### config.mk
export PLATFORM = sky130hd
export DESIGN_NAME = jbdf_div
export DESIGN_NICKNAME = d
export VERILOG_FILES = /design/src/rtl/jbdf_pkg.sv /design/src/rtl/jbdf_div.sv
export SDC_FILE = /design/constraint.sdc
export NUM_CORES = 1
export LEC_CHECK = 0
export BUFFER_PORTS_ARGS = -buffer_cell sky130_fd_sc_hd__buf_2
export CORE_ASPECT_RATIO = 0.75
export CORE_MARGIN = 2
export CORE_UTILIZATION = 47
export CTS_BUF_LIST = sky130_fd_sc_hd__clkbuf_4 sky130_fd_sc_hd__clkbuf_8
export DETAILED_ROUTE_END_ITERATION = 10
export PLACE_DENSITY = 0.7
export SLEW_MARGIN = 20
export SYNTH_ARGS = -nofsm -noshare
export SYNTH_HDL_FRONTEND = slang
export SYNTH_SLANG_ARGS = --single-unit
### constraint.sdc
create_clock -name clk -period 3.9 [get_ports clk]
set_input_delay 0.78 -clock clk [delete_from_list [all_inputs] [get_ports clk]]
set_output_delay 0.78 -clock clk [all_outputs]
set_load 0.02 [all_outputs]
### src/rtl/jbdf_pkg.sv
// Shared constants, widths and the fraction table of the joint bilateral depth filter.
package jbdf_pkg;

  localparam int MAX_WIDTH   = 512;
  localparam int MAX_HEIGHT  = 512;
  localparam int MAX_RADIUS  = 8;

  localparam int X_W         = $clog2(MAX_WIDTH);
  localparam int Y_W         = $clog2(MAX_HEIGHT);
  localparam int ADDR_W      = X_W + Y_W;
  localparam int STORE_DEPTH = MAX_WIDTH * MAX_HEIGHT;

  localparam int DIM_W       = 10;
  localparam int RAD_W       = 4;
  localparam int COEF_W      = 16;
  localparam int CW_W        = 17;
  localparam int CFG_W       = 17;
  localparam int CIDX_W      = 3;

  localparam logic CMD_STORE  = 1'b0;
  localparam logic CMD_FILTER = 1'b1;

  typedef enum logic [CIDX_W-1:0] {
    REG_WIDTH, REG_HEIGHT, REG_RADIUS, REG_SPATIAL,
    REG_RANGE, REG_RED, REG_GREEN, REG_BLUE
  } reg_idx_t;

  localparam int LUMA_W      = 16;
  localparam int DEPTH_W     = 16;
  localparam int WT_W        = 17;
  localparam int D2_W        = 2 * RAD_W + 1;
  localparam int WIN_MAX     = (2 * MAX_RADIUS + 1) * (2 * MAX_RADIUS + 1);
  localparam int WSUM_W      = WT_W + $clog2(WIN_MAX);
  localparam int DSUM_W      = WT_W + DEPTH_W + $clog2(WIN_MAX);
  localparam int NUM_W       = DSUM_W + 1;

  // Luminance: sum of three 8 x 17 products plus rounding, divided by 255.
  localparam int LSUM_W      = 27;
  localparam int LQ_W        = 20;
  localparam int LPROD_W     = LSUM_W + 16;
  localparam logic [15:0] INV255 = 16'd32896;
  localparam int INV255_SH   = 23;

  typedef logic [WT_W-1:0] frac_tab_t [256];

  function automatic logic [63:0] isqrt64(input logic [63:0] n_in);
    logic [63:0] n;
    logic [63:0] res;
    logic [63:0] bv;
    n   = n_in;
    res = 64'd0;
    bv  = 64'h4000_0000_0000_0000;
    for (int i = 0; i < 32; i++) begin
      if (n >= res + bv) begin
        n   = n - (res + bv);
        res = (res >> 1) + bv;
      end else begin
        res = res >> 1;
      end
      bv = bv >> 2;
    end
    return res;
  endfunction

  // Entry f is 2^-(f/256) in Q1.16, built from chained square roots of one half.
  function automatic frac_tab_t build_frac_table();
    frac_tab_t   tab;
    logic [63:0] roots [8];
    logic [63:0] p;
    roots[7] = isqrt64(64'h8000_0000_0000_0000);
    for (int j = 7; j > 0; j--) begin
      roots[j-1] = isqrt64(roots[j] << 32);
    end
    for (int f = 0; f < 256; f++) begin
      p = 64'h1_0000_0000;
      for (int j = 0; j < 8; j++) begin
        if (((f >> j) & 1) == 1) begin
          p = (p * roots[j]) >> 32;
        end
      end
      tab[f] = WT_W'((p + 64'd32768) >> 16);
    end
    return tab;
  endfunction

  localparam frac_tab_t FRAC_TABLE = build_frac_table();

endpackage

### src/rtl/jbdf_div.sv
// Restoring divider, one quotient bit per cycle, for the weighted depth average.
module jbdf_div (
  input  logic                              clk,
  input  logic                              rst,
  input  logic                              start,
  input  logic [jbdf_pkg::NUM_W-1:0]        numer,
  input  logic [jbdf_pkg::WSUM_W-1:0]       denom,
  output logic                              done,
  output logic [jbdf_pkg::NUM_W-1:0]        quot
);

  localparam int CNT_W = $clog2(jbdf_pkg::NUM_W + 1);

  logic                            running;
  logic [CNT_W-1:0]                cnt;
  logic [jbdf_pkg::WSUM_W-1:0]     rem;
  logic [jbdf_pkg::WSUM_W-1:0]     dvs;
  logic [jbdf_pkg::WSUM_W:0]       rem_sh;
  logic                            qbit;

  assign rem_sh = {rem, quot[jbdf_pkg::NUM_W-1]};
  assign qbit   = (rem_sh >= {1'b0, dvs});

  always_ff @(posedge clk) begin
    if (rst) begin
      running <= 1'b0;
      done    <= 1'b0;
      cnt     <= '0;
    end else begin
      done <= 1'b0;
      if (start) begin
        running <= 1'b1;
        cnt     <= CNT_W'(jbdf_pkg::NUM_W);
      end else if (running) begin
        cnt <= cnt - 1'b1;
        if (cnt == CNT_W'(1)) begin
          running <= 1'b0;
          done    <= 1'b1;
        end
      end
    end
  end

  always_ff @(posedge clk) begin
    if (start) begin
      quot <= numer;
      rem  <= '0;
      dvs  <= denom;
    end else if (running) begin
      quot <= {quot[jbdf_pkg::NUM_W-2:0], qbit};
      if (qbit) begin
        rem <= jbdf_pkg::WSUM_W'(rem_sh - {1'b0, dvs});
      end else begin
        rem <= rem_sh[jbdf_pkg::WSUM_W-1:0];
      end
    end
  end

endmodule

==> impl_metrics.env, run 1 <==
export IMPL_grt_pass1_wl_um=21100
export IMPL_nNetsFinal=738
export IMPL_die_area_mm2=0.0129
export IMPL_cts_tree="built"
export IMPL_ff2ff_path_depth=10
export IMPL_antenna_cells=0
export IMPL_ys_seq_area_share_pct=48.7
export IMPL_hold_class="flop to flop"
export IMPL_p_clk_share_pct=24.0
export IMPL_synth_mux_area_share_pct=8.93
export IMPL_start_kind="flop"
export IMPL_switchingPower_uw=954
export IMPL_ir_drop_mv=0.171
export IMPL_grt_remaining_overflow=0
export IMPL_final_common_cell="buf_2"
export IMPL_synth_distinct_cells=62
export IMPL_min_path_cells=2
export IMPL_synthToLayoutAreaGrowth_pct=16.3
export IMPL_drv_slew=0
export IMPL_worst_clock_skew_ns=0.00893
export IMPL_fin_crit_ns=3.25
export IMPL_synthAdderAreaFrac_pct=6.56
export IMPL_whs_endpoint="rem[25]"
export IMPL_rr_startpoint="dvs[4]"
export IMPL_clk_path_buf_depth=2
export IMPL_synth_edff_count=69
export IMPL_status="complete, no violations"
export IMPL_clock_latency_ns=0.39
export IMPL_routed_wl_met3_um=588
export IMPL_syn_area_mm2=0.00565
export IMPL_synth_compound_area_share_pct=15.1
export IMPL_synth_xor_area_share_pct=3.26
export IMPL_cts_sinks=103
export IMPL_ys_flop_type="edfxtp_1"
export IMPL_root_buffer="clkbuf_8"
export IMPL_synth_cells=532
export IMPL_drtIter0Drc=310
export IMPL_wl_met2_um=6040
export IMPL_worstPathRequired_ns=4.20
export IMPL_wl_met1_um=5950
export IMPL_ys_ff_latch=103
export IMPL_yosys_area_top_type="edfxtp_1"
export IMPL_min_delay_start="rem[25]"
export IMPL_crit_arrival_ns=3.54
export IMPL_slew_headroom_pct=44.2
export IMPL_most_common_layout_cells="buf_2, edfxtp_1, nand2_1"
export IMPL_synth_top_area_share_pct=36.7
export IMPL_ant_nets=0
export IMPL_hold_viol_final=0
export IMPL_tns_ns=0
export IMPL_gr_usage_all_layers_pct=20.5
export IMPL_tightestPinTransition_ns=0.836
export IMPL_htree_levels=3
export IMPL_fin_crit_sh_pct=83.3
export IMPL_wirelength_um=12700
export IMPL_worstSetupEndpointType="flop"
export IMPL_ctsResizeCount=0
export IMPL_combPwrFrac_pct=28.0
export IMPL_syn_nets=633
export IMPL_dp_hpwl_um=9040
export IMPL_routabilityCongestion=0.927
export IMPL_yosys_top_cells_area="edfxtp_1, dfxtp_1, mux2_2"
export IMPL_power_density_mw_per_mm2=425
export IMPL_dieWidth_um=131
export IMPL_crit_type="flop to flop"
export IMPL_placementRows=34
export IMPL_pwr_share_seq_pct=48.0
export IMPL_grt_pass1_vias=4359
export IMPL_grt_max_degree=57
export IMPL_drive_above_1_share_pct=29.6
export IMPL_yosysWarnings=0
export IMPL_ios=116
export IMPL_routed_top_layer="met4"
export IMPL_synth_top_family_by_area="compound AO/OA/AOI/OAI gates"
export IMPL_cts_made_buffers=9
export IMPL_p_sw_share_pct=34.2
export IMPL_drc_errors=0
export IMPL_hold_buffers=0
export IMPL_r2r_setup_slack_ns=0.65
export IMPL_synth_async_reset_ratio_pct=0
export IMPL_die_y_um=98.9
export IMPL_finalSetupViolCount=0
export IMPL_cp_max_fo=16
export IMPL_rsz0062_at_grt="false"
export IMPL_p_int_mw=1.84
export IMPL_dr_pass1_iters=4
export IMPL_p_total_mw=2.79
export IMPL_synth_simple_area_share_pct=13.0
export IMPL_r2r_end="rem[8]"
export IMPL_cts_setup_buffers=0
export IMPL_vias_per_cell=5.51
export IMPL_core_area_mm2=0.0117
export IMPL_antenna_found_initial=0
export IMPL_max_freq_mhz=308
export IMPL_wl_per_cell_um=15.8
export IMPL_synth_avg_cell_area_um2=10.6
export IMPL_cap_violations=0
export IMPL_vias=4429
export IMPL_start_util_pct=48.4
export IMPL_utilization_pct=56.3
export IMPL_p_leak_nw=2.74
export IMPL_path_clk_slew_ns=0.11
export IMPL_portBuffers=115
## kinds of logic (layout without fill, tap and decap cells)
family	Yosys count	after routing
compound gates	114	114
fa+ha+maj	29	29
mux	45	45
buf+inv	64	174
flops	103	103
xor+xnor	21	21
simple gates	156	156
## metrics by stage
step	std cells	worst slack, ns	hold slack, ns	instance area [um2]
floorplan	532	1.01	0.462	5650
global placement	788	0.888	0.475	6370
detailed placement	788	0.756	0.495	6370
CTS	804	0.710	0.511	6570
global route	804	0.395	0.525	6570
finish	804	0.652	0.511	6570
## critical path, stage by stage (launching register included)
cell and delay (ns):
edfxtp_1 0.35, inv_1 0.04, ha_1 0.34, nand2_1 0.12, a211oi_2 0.43, o211ai_2 0.19
a41oi_4 0.35, a31o_1 0.61, buf_4 0.32, o211ai_1 0.10, a311oi_1 0.28
## worst max path at each step
stage | start | end | slack (ns) | cells after the start
after CTS | dvs[4] | rem[24] | 0.71 | 10
final | dvs[4] | rem[8] | 0.65 | 10
after global routing | dvs[3] | rem[8] | 0.40 | 10
after detailed placement | dvs[14] | rem[24] | 0.76 | 10
after floorplan | quot[42] | rem[22] | 1.01 | 11
after global placement | dvs[14] | rem[8] | 0.89 | 10
## sequential cells by signal, summed over array words and instances (netlist names)
register,cells
rem,26
done,1
cnt,6
dvs,26
quot,43
running,1
## layer usage
metal | vias up | track usage (%)
met5 | - | 0
met4 | 0 | 4.91
met3 | 19 | 4.29
met2 | 107 | 32.3
met1 | 2120 | 29.0
li1 | 2183 | -
## cell type report
| class | count | area, um2 |
|---|---|---|
| clock inverters | 7 | 71.3 |
| multi-input cells | 365 | 2640 |
| flip-flops and latches | 103 | 2750 |
| inverters | 38 | 143 |
| repair buffers | 120 | 628 |
| clock buffers | 9 | 124 |
| well taps | 162 | 203 |
| fillers | 1062 | 5090 |
## power by group through the flow
stage | clock network [mW] | registers, mW | logic (mW)
after global placement | 0 | 1.36 | 0.754
final | 0.669 | 1.34 | 0.782
after global routing | 0.721 | 1.35 | 0.862
after floorplan | 0 | 1.42 | 0.507
after detailed placement | 0 | 1.36 | 0.771
after CTS | 0.684 | 1.34 | 0.777
## Yosys cell counts (all sizes together), types with 2 or more instances
cell type / count
o21bai: 2
nand2b: 5
o21ai: 13
nor4: 11
xnor2: 9
clkbuf: 13
a21o: 6
o21a: 5
and4: 4
ha: 28
a31oi: 5
o311a: 2
mux2: 43
o22ai: 4
edfxtp: 69
o211ai: 7
nand2: 52
buf: 13
mux2i: 2
a21oi: 28
dfxtp: 34
inv: 37
a211oi: 3
nor2: 50
o31ai: 4
nor3: 16
nand4: 4
xor2: 12
o211a: 2
a311oi: 21
nand3: 6
No activity file was read; power rests on OpenSTA's default activity.
==> run 2, diff against run 1 <==
ABC_AREA = 1   (was default)
PLACE_DENSITY = 0.72   (was 0.7)
clock period = 2.9 ns   (was 3.9 ns; I/O delays follow)
==> impl_metrics.env, run 2 <==
export IMPL_worstSetupEndpointType="flop"
export IMPL_p_sw_share_pct=31.6
export IMPL_power_density_mw_per_mm2=441
export IMPL_p_clk_share_pct=29.7
export IMPL_synth_cells=877
export IMPL_crit_arrival_ns=2.69
export IMPL_ys_flop_type="edfxtp_1"
export IMPL_ys_ff_latch=103
export IMPL_dp_slack_ns=0.528
export IMPL_fin_crit_sh_pct=83.0
export IMPL_whs_endpoint="dvs[5]"
export IMPL_r2r_setup_slack_ns=0.49
export IMPL_largest_reg_flops=43
export IMPL_worstPathRequired_ns=3.19
export IMPL_hold_class="primary input to flop"
export IMPL_drive_above_1_share_pct=18.8
export IMPL_final_common_cell="nand2_1"
export IMPL_synth_avg_cell_area_um2=7.35
export IMPL_die_y_um=105
export IMPL_cap_violations=0
export IMPL_max_freq_mhz=416
export IMPL_die_area_mm2=0.0147
export IMPL_p_int_mw=2.24
export IMPL_antenna_cells=0
export IMPL_start_util_pct=47.5
export IMPL_most_common_layout_cells="nand2_1, inv_1, buf_2"
export IMPL_htree_levels=3
export IMPL_antenna_found_initial=0
export IMPL_design_area_mm2=0.00743
export IMPL_post_synth_top_count_cell="nand2_1"
export IMPL_min_delay_start="denom[5]"
export IMPL_status="complete, no violations"
export IMPL_pwr_share_seq_pct=53.0
export IMPL_portBuffers=115
export IMPL_core_area_mm2=0.0136
export IMPL_top_register="quot"
export IMPL_switchingPower_mw=1.04
export IMPL_rsz0062_at_grt="false"
export IMPL_synth_top_area_share_pct=32.1
export IMPL_utilization_pct=54.8
export IMPL_hold_viol_final=0
export IMPL_cts_setup_buffers=0
export IMPL_start_kind="flop"
export IMPL_ir_drop_mv=0.271
export IMPL_fillers=1334
export IMPL_fin_crit_ns=2.41
export IMPL_hold_buffers=0
export IMPL_setup_ws_ns=0.494
export IMPL_min_path_cells=1
export IMPL_ios=116
export IMPL_combPwrFrac_pct=17.3
export IMPL_ant_nets=0
export IMPL_yosys_area_top_type="edfxtp_1"
export IMPL_drv_slew=0
export IMPL_cts_sinks=103
export IMPL_worst_clock_skew_ns=0.0148
export IMPL_wl_per_cell_um=13.2
export IMPL_p_leak_nw=4.00
export IMPL_rr_startpoint="dvs[19]"
export IMPL_syn_nets=978
export IMPL_drc_errors=0
export IMPL_cp_max_fo=19
export IMPL_synth_async_reset_ratio_pct=0
export IMPL_drtIter0Drc=432
export IMPL_reg_top3="quot (43), dvs (26), rem (26)"
export IMPL_dieWidth_um=139
export IMPL_yosys_top_cells_count="nand2_1, inv_1, edfxtp_1"
export IMPL_routabilityCongestion=0.922
export IMPL_synth_distinct_cells=37
export IMPL_crit_type="flop to flop"
export IMPL_cts_made_buffers=9
export IMPL_grt_max_degree=39
export IMPL_dr_pass1_iters=5
export IMPL_synthToLayoutAreaGrowth_pct=15.3
export IMPL_p_total_mw=3.28
export IMPL_finalSetupViolCount=0
export IMPL_r2r_end="rem[10]"
export IMPL_placed_area_mm2=0.00721
export IMPL_whs_ns=0.348
export IMPL_tns_ns=0
export IMPL_ys_seq_area_share_pct=42.7
export IMPL_vias_per_cell=4.88
export IMPL_path_clk_slew_ns=0.12
export IMPL_tightestPinTransition_ns=0.566
export IMPL_wirelength_um=15500
export IMPL_yosys_top_cells_area="edfxtp_1, nand2_1, dfxtp_1"
export IMPL_root_buffer="clkbuf_8"
export IMPL_grt_remaining_overflow=0
export IMPL_clock_latency_ns=0.40
export IMPL_cts_tree="built"
export IMPL_dp_hpwl_um=11700
export IMPL_ff2ff_path_depth=15
export IMPL_grt_pass1_wl_um=25800
export IMPL_ctsResizeCount=0
export IMPL_layoutNonFillerInstCount=1172
export IMPL_synth_edff_count=69
export IMPL_clk_path_buf_depth=2
export IMPL_slew_headroom_pct=62.2
export IMPL_dp_cells=1156
export IMPL_placementRows=37
export IMPL_yosysWarnings=0
export IMPL_grt_pass1_vias=5338
export IMPL_vias=5717
export IMPL_gr_usage_all_layers_pct=21.6
export IMPL_syn_area_mm2=0.00645
export IMPL_nNetsFinal=1093
run 2: layout make-up:
cell class	count	area (um2)	area share (%)
multi-input cells	601	2990	40.3
flip-flops and latches	103	2750	37.0
repair buffers	126	683	9.19
inverters	151	567	7.62
well taps	175	219	2.95
clock buffers	9	124	1.67
clock inverters	7	95.1	1.28
run 2: how the worst max path moves through the flow:
stage,start,endpoint,slack [ns]
after floorplan,start,quot[0],0.33
after global placement,dvs[19],rem[25],0.56
after detailed placement,dvs[19],rem[10],0.53
after CTS,dvs[19],rem[10],0.53
after global routing,dvs[21],rem[10],0.31
final,dvs[19],rem[10],0.49
run 2: layer usage:
layer	GRT usage [%]	share of wire, %
met5	0	0
met2	32.0	41
met3	4.95	7.6
met1	32.3	50
met4	4.91	0.75
run 2: worst max-delay path, cell delays in order, from the launching register on:
cell and delay (ns):
edfxtp_1 0.34, inv_1 0.05, ha_1 0.39, nand2_1 0.19, nor2_4 0.14, nand2_1 0.09
nor2_1 0.12, nand2_1 0.08, nand3_2 0.06, nor2_2 0.04, buf_4 0.22, nand2_2 0.09
buf_4 0.25, nand2_1 0.09, nand3_1 0.08, o21ai_1 0.07
run 2: power groups by stage:
stage	registers, mW	clock network, mW	logic (mW)
after floorplan	1.85	0	0.277
after global placement	1.77	0	0.562
after detailed placement	1.77	0	0.566
after CTS	1.74	0.997	0.567
after global routing	1.75	1.05	0.628
final	1.74	0.972	0.567
run 2: cell families (layout without fill, tap and decap cells):
family | after synthesis | after routing | share of synthesized area [%]
simple gates | 523 | 523 | 35.8
flops | 103 | 103 | 42.7
compound gates | 36 | 36 | 3.07
xor+xnor | 13 | 13 | 1.77
fa+ha+maj | 29 | 29 | 5.74
buf+inv | 173 | 293 | 10.9
==> run 3, diff against run 2 <==
clock period = 2 ns   (was 2.9 ns; I/O delays follow)
==> impl_metrics.env, run 3 (synthesis gave the netlist of run 2 again) <==
export IMPL_ir_drop_mv=0.331
export IMPL_routabilityCongestion=1.00
export IMPL_dieWidth_um=139
export IMPL_hold_buffers=0
export IMPL_hold_viol_final=0
export IMPL_cts_made_buffers=9
export IMPL_rsz0062_at_grt="true"
export IMPL_core_area_mm2=0.0136
export IMPL_antenna_found_initial=0
export IMPL_cp_max_fo=7
export IMPL_dp_hpwl_um=12000
export IMPL_die_area_mm2=0.0147
export IMPL_dp_cells=1186
export IMPL_worst_clock_skew_ns=0.00981
export IMPL_dr_pass1_iters=5
export IMPL_wirelength_um=17000
export IMPL_tightestPinTransition_ns=0.444
export IMPL_ant_nets=0
export IMPL_final_common_cell="nand2_1"
export IMPL_grt_pass1_vias=5489
export IMPL_ios=116
export IMPL_cap_violations=0
export IMPL_worstPathRequired_ns=2.30
export IMPL_drc_errors=0
export IMPL_drtIter0Drc=443
export IMPL_cts_tree="built"
export IMPL_design_area_mm2=0.00828
export IMPL_portBuffers=115
export IMPL_grt_pass1_wl_um=26300
export IMPL_start_kind="flop"
export IMPL_wl_per_cell_um=14.0
export IMPL_top_register="quot"
export IMPL_max_freq_mhz=496
export IMPL_largest_reg_flops=43
export IMPL_slew_headroom_pct=70.4
export IMPL_worstSetupEndpointType="flop"
export IMPL_clk_path_buf_depth=2
export IMPL_hold_class="primary input to flop"
export IMPL_root_buffer="clkbuf_8"
export IMPL_setup_ws_ns=-0.0143
export IMPL_most_common_layout_cells="nand2_1, inv_1, buf_2"
export IMPL_placementRows=37
export IMPL_grt_max_degree=36
export IMPL_gr_usage_all_layers_pct=22.1
export IMPL_utilization_pct=61.1
export IMPL_antenna_cells=0
export IMPL_power_density_mw_per_mm2=587
export IMPL_reg_top3="quot (43), dvs (26), rem (26)"
export IMPL_vias=6034
export IMPL_placed_area_mm2=0.00744
export IMPL_path_clk_slew_ns=0.11
export IMPL_p_total_mw=4.86
export IMPL_htree_levels=3
export IMPL_vias_per_cell=4.98
export IMPL_drv_slew=0
export IMPL_crit_type="flop to flop"
export IMPL_synthToLayoutAreaGrowth_pct=28.5
export IMPL_grt_remaining_overflow=0
export IMPL_finalSetupViolCount=1
export IMPL_status="finished with violations"
export IMPL_layoutNonFillerInstCount=1212
export IMPL_tns_ns=-0.0143
export IMPL_fin_crit_ns=2.01
export IMPL_crit_arrival_ns=2.32
export IMPL_p_leak_nw=4.27
export IMPL_nNetsFinal=1133
export IMPL_drive_above_1_share_pct=30.5
export IMPL_cts_sinks=103
export IMPL_die_y_um=105
export IMPL_fin_crit_sh_pct=101
export IMPL_clock_latency_ns=0.38
export IMPL_start_util_pct=47.5
export IMPL_violations="negative setup slack"
run 3: final timing paths:
kind	startpoint	endpoint	slack [ns]	depth (start not counted)
hold / removal	denom[10]	dvs[10]	0.18	1
hold reg to reg	rem[25]	rem[25]	0.48	2
setup / recovery	dvs[20]	rem[11]	-0.01	14
setup reg to reg	dvs[20]	rem[11]	-0.01	14
run 3: final cells by class:
| type | count | area [um2] |
|---|---|---|
| sequential | 103 | 2750 |
| multi-input combinational | 601 | 3520 |
| timing repair buffer | 166 | 1030 |
| inverter | 151 | 567 |
| clock inverter | 6 | 61.3 |
| tap | 175 | 219 |
| clock buffer | 10 | 138 |
| fill | 1203 | 5280 |
run 3: repair_timing:
action | in CTS | in global routing
endpoints found under the setup margin | 26 | 27
gates resized for setup | 15 | 111
cloned | 0 | 1
buffers inserted | 2 | 7
pin swaps | 3 | 28
run 3: worst max-delay path: stages (launching register included):
cell,delay (ns)
edfxtp_1,0.41
inv_2,0.08
ha_4,0.22
nand2_1,0.07
nand2_1,0.07
nand2_1,0.06
nand2_1,0.08
nand2_2,0.08
nand3_2,0.09
nor2_4,0.24
nand2_4,0.12
buf_6,0.16
nand2_2,0.05
nand3_1,0.07
o21ai_1,0.12
run 3: routing by layer:
layer  track usage [%]  routed length, um  share of wire, %  up-vias
met5                 0                  0                 0        -
met4              4.83                361               2.1        0
met3              4.73               1330               7.9       34
met2              33.0               7340                43      226
met1              32.8               7950                47     2749
li1                  -                  -                 -     3025
run 3: where the power goes:
part | internal [mW] | leakage (nW) | switching, mW | total [mW]
Sequential | 2.45 | 0.971 | 0.0741 | 2.52
Combinational | 0.396 | 3.19 | 0.609 | 1.01
Clock | 0.520 | 0.103 | 0.813 | 1.33
Total | 3.37 | 4.27 | 1.50 | 4.86
run 3: stage by stage:
stage,setup WS (ns),hold WS (ns)
global route,-0.0916,0.161
global placement,-0.0216,0.460
detailed placement,-0.0595,0.460
finish,-0.0143,0.182
CTS,0.00139,0.169
floorplan,0.0295,0.444
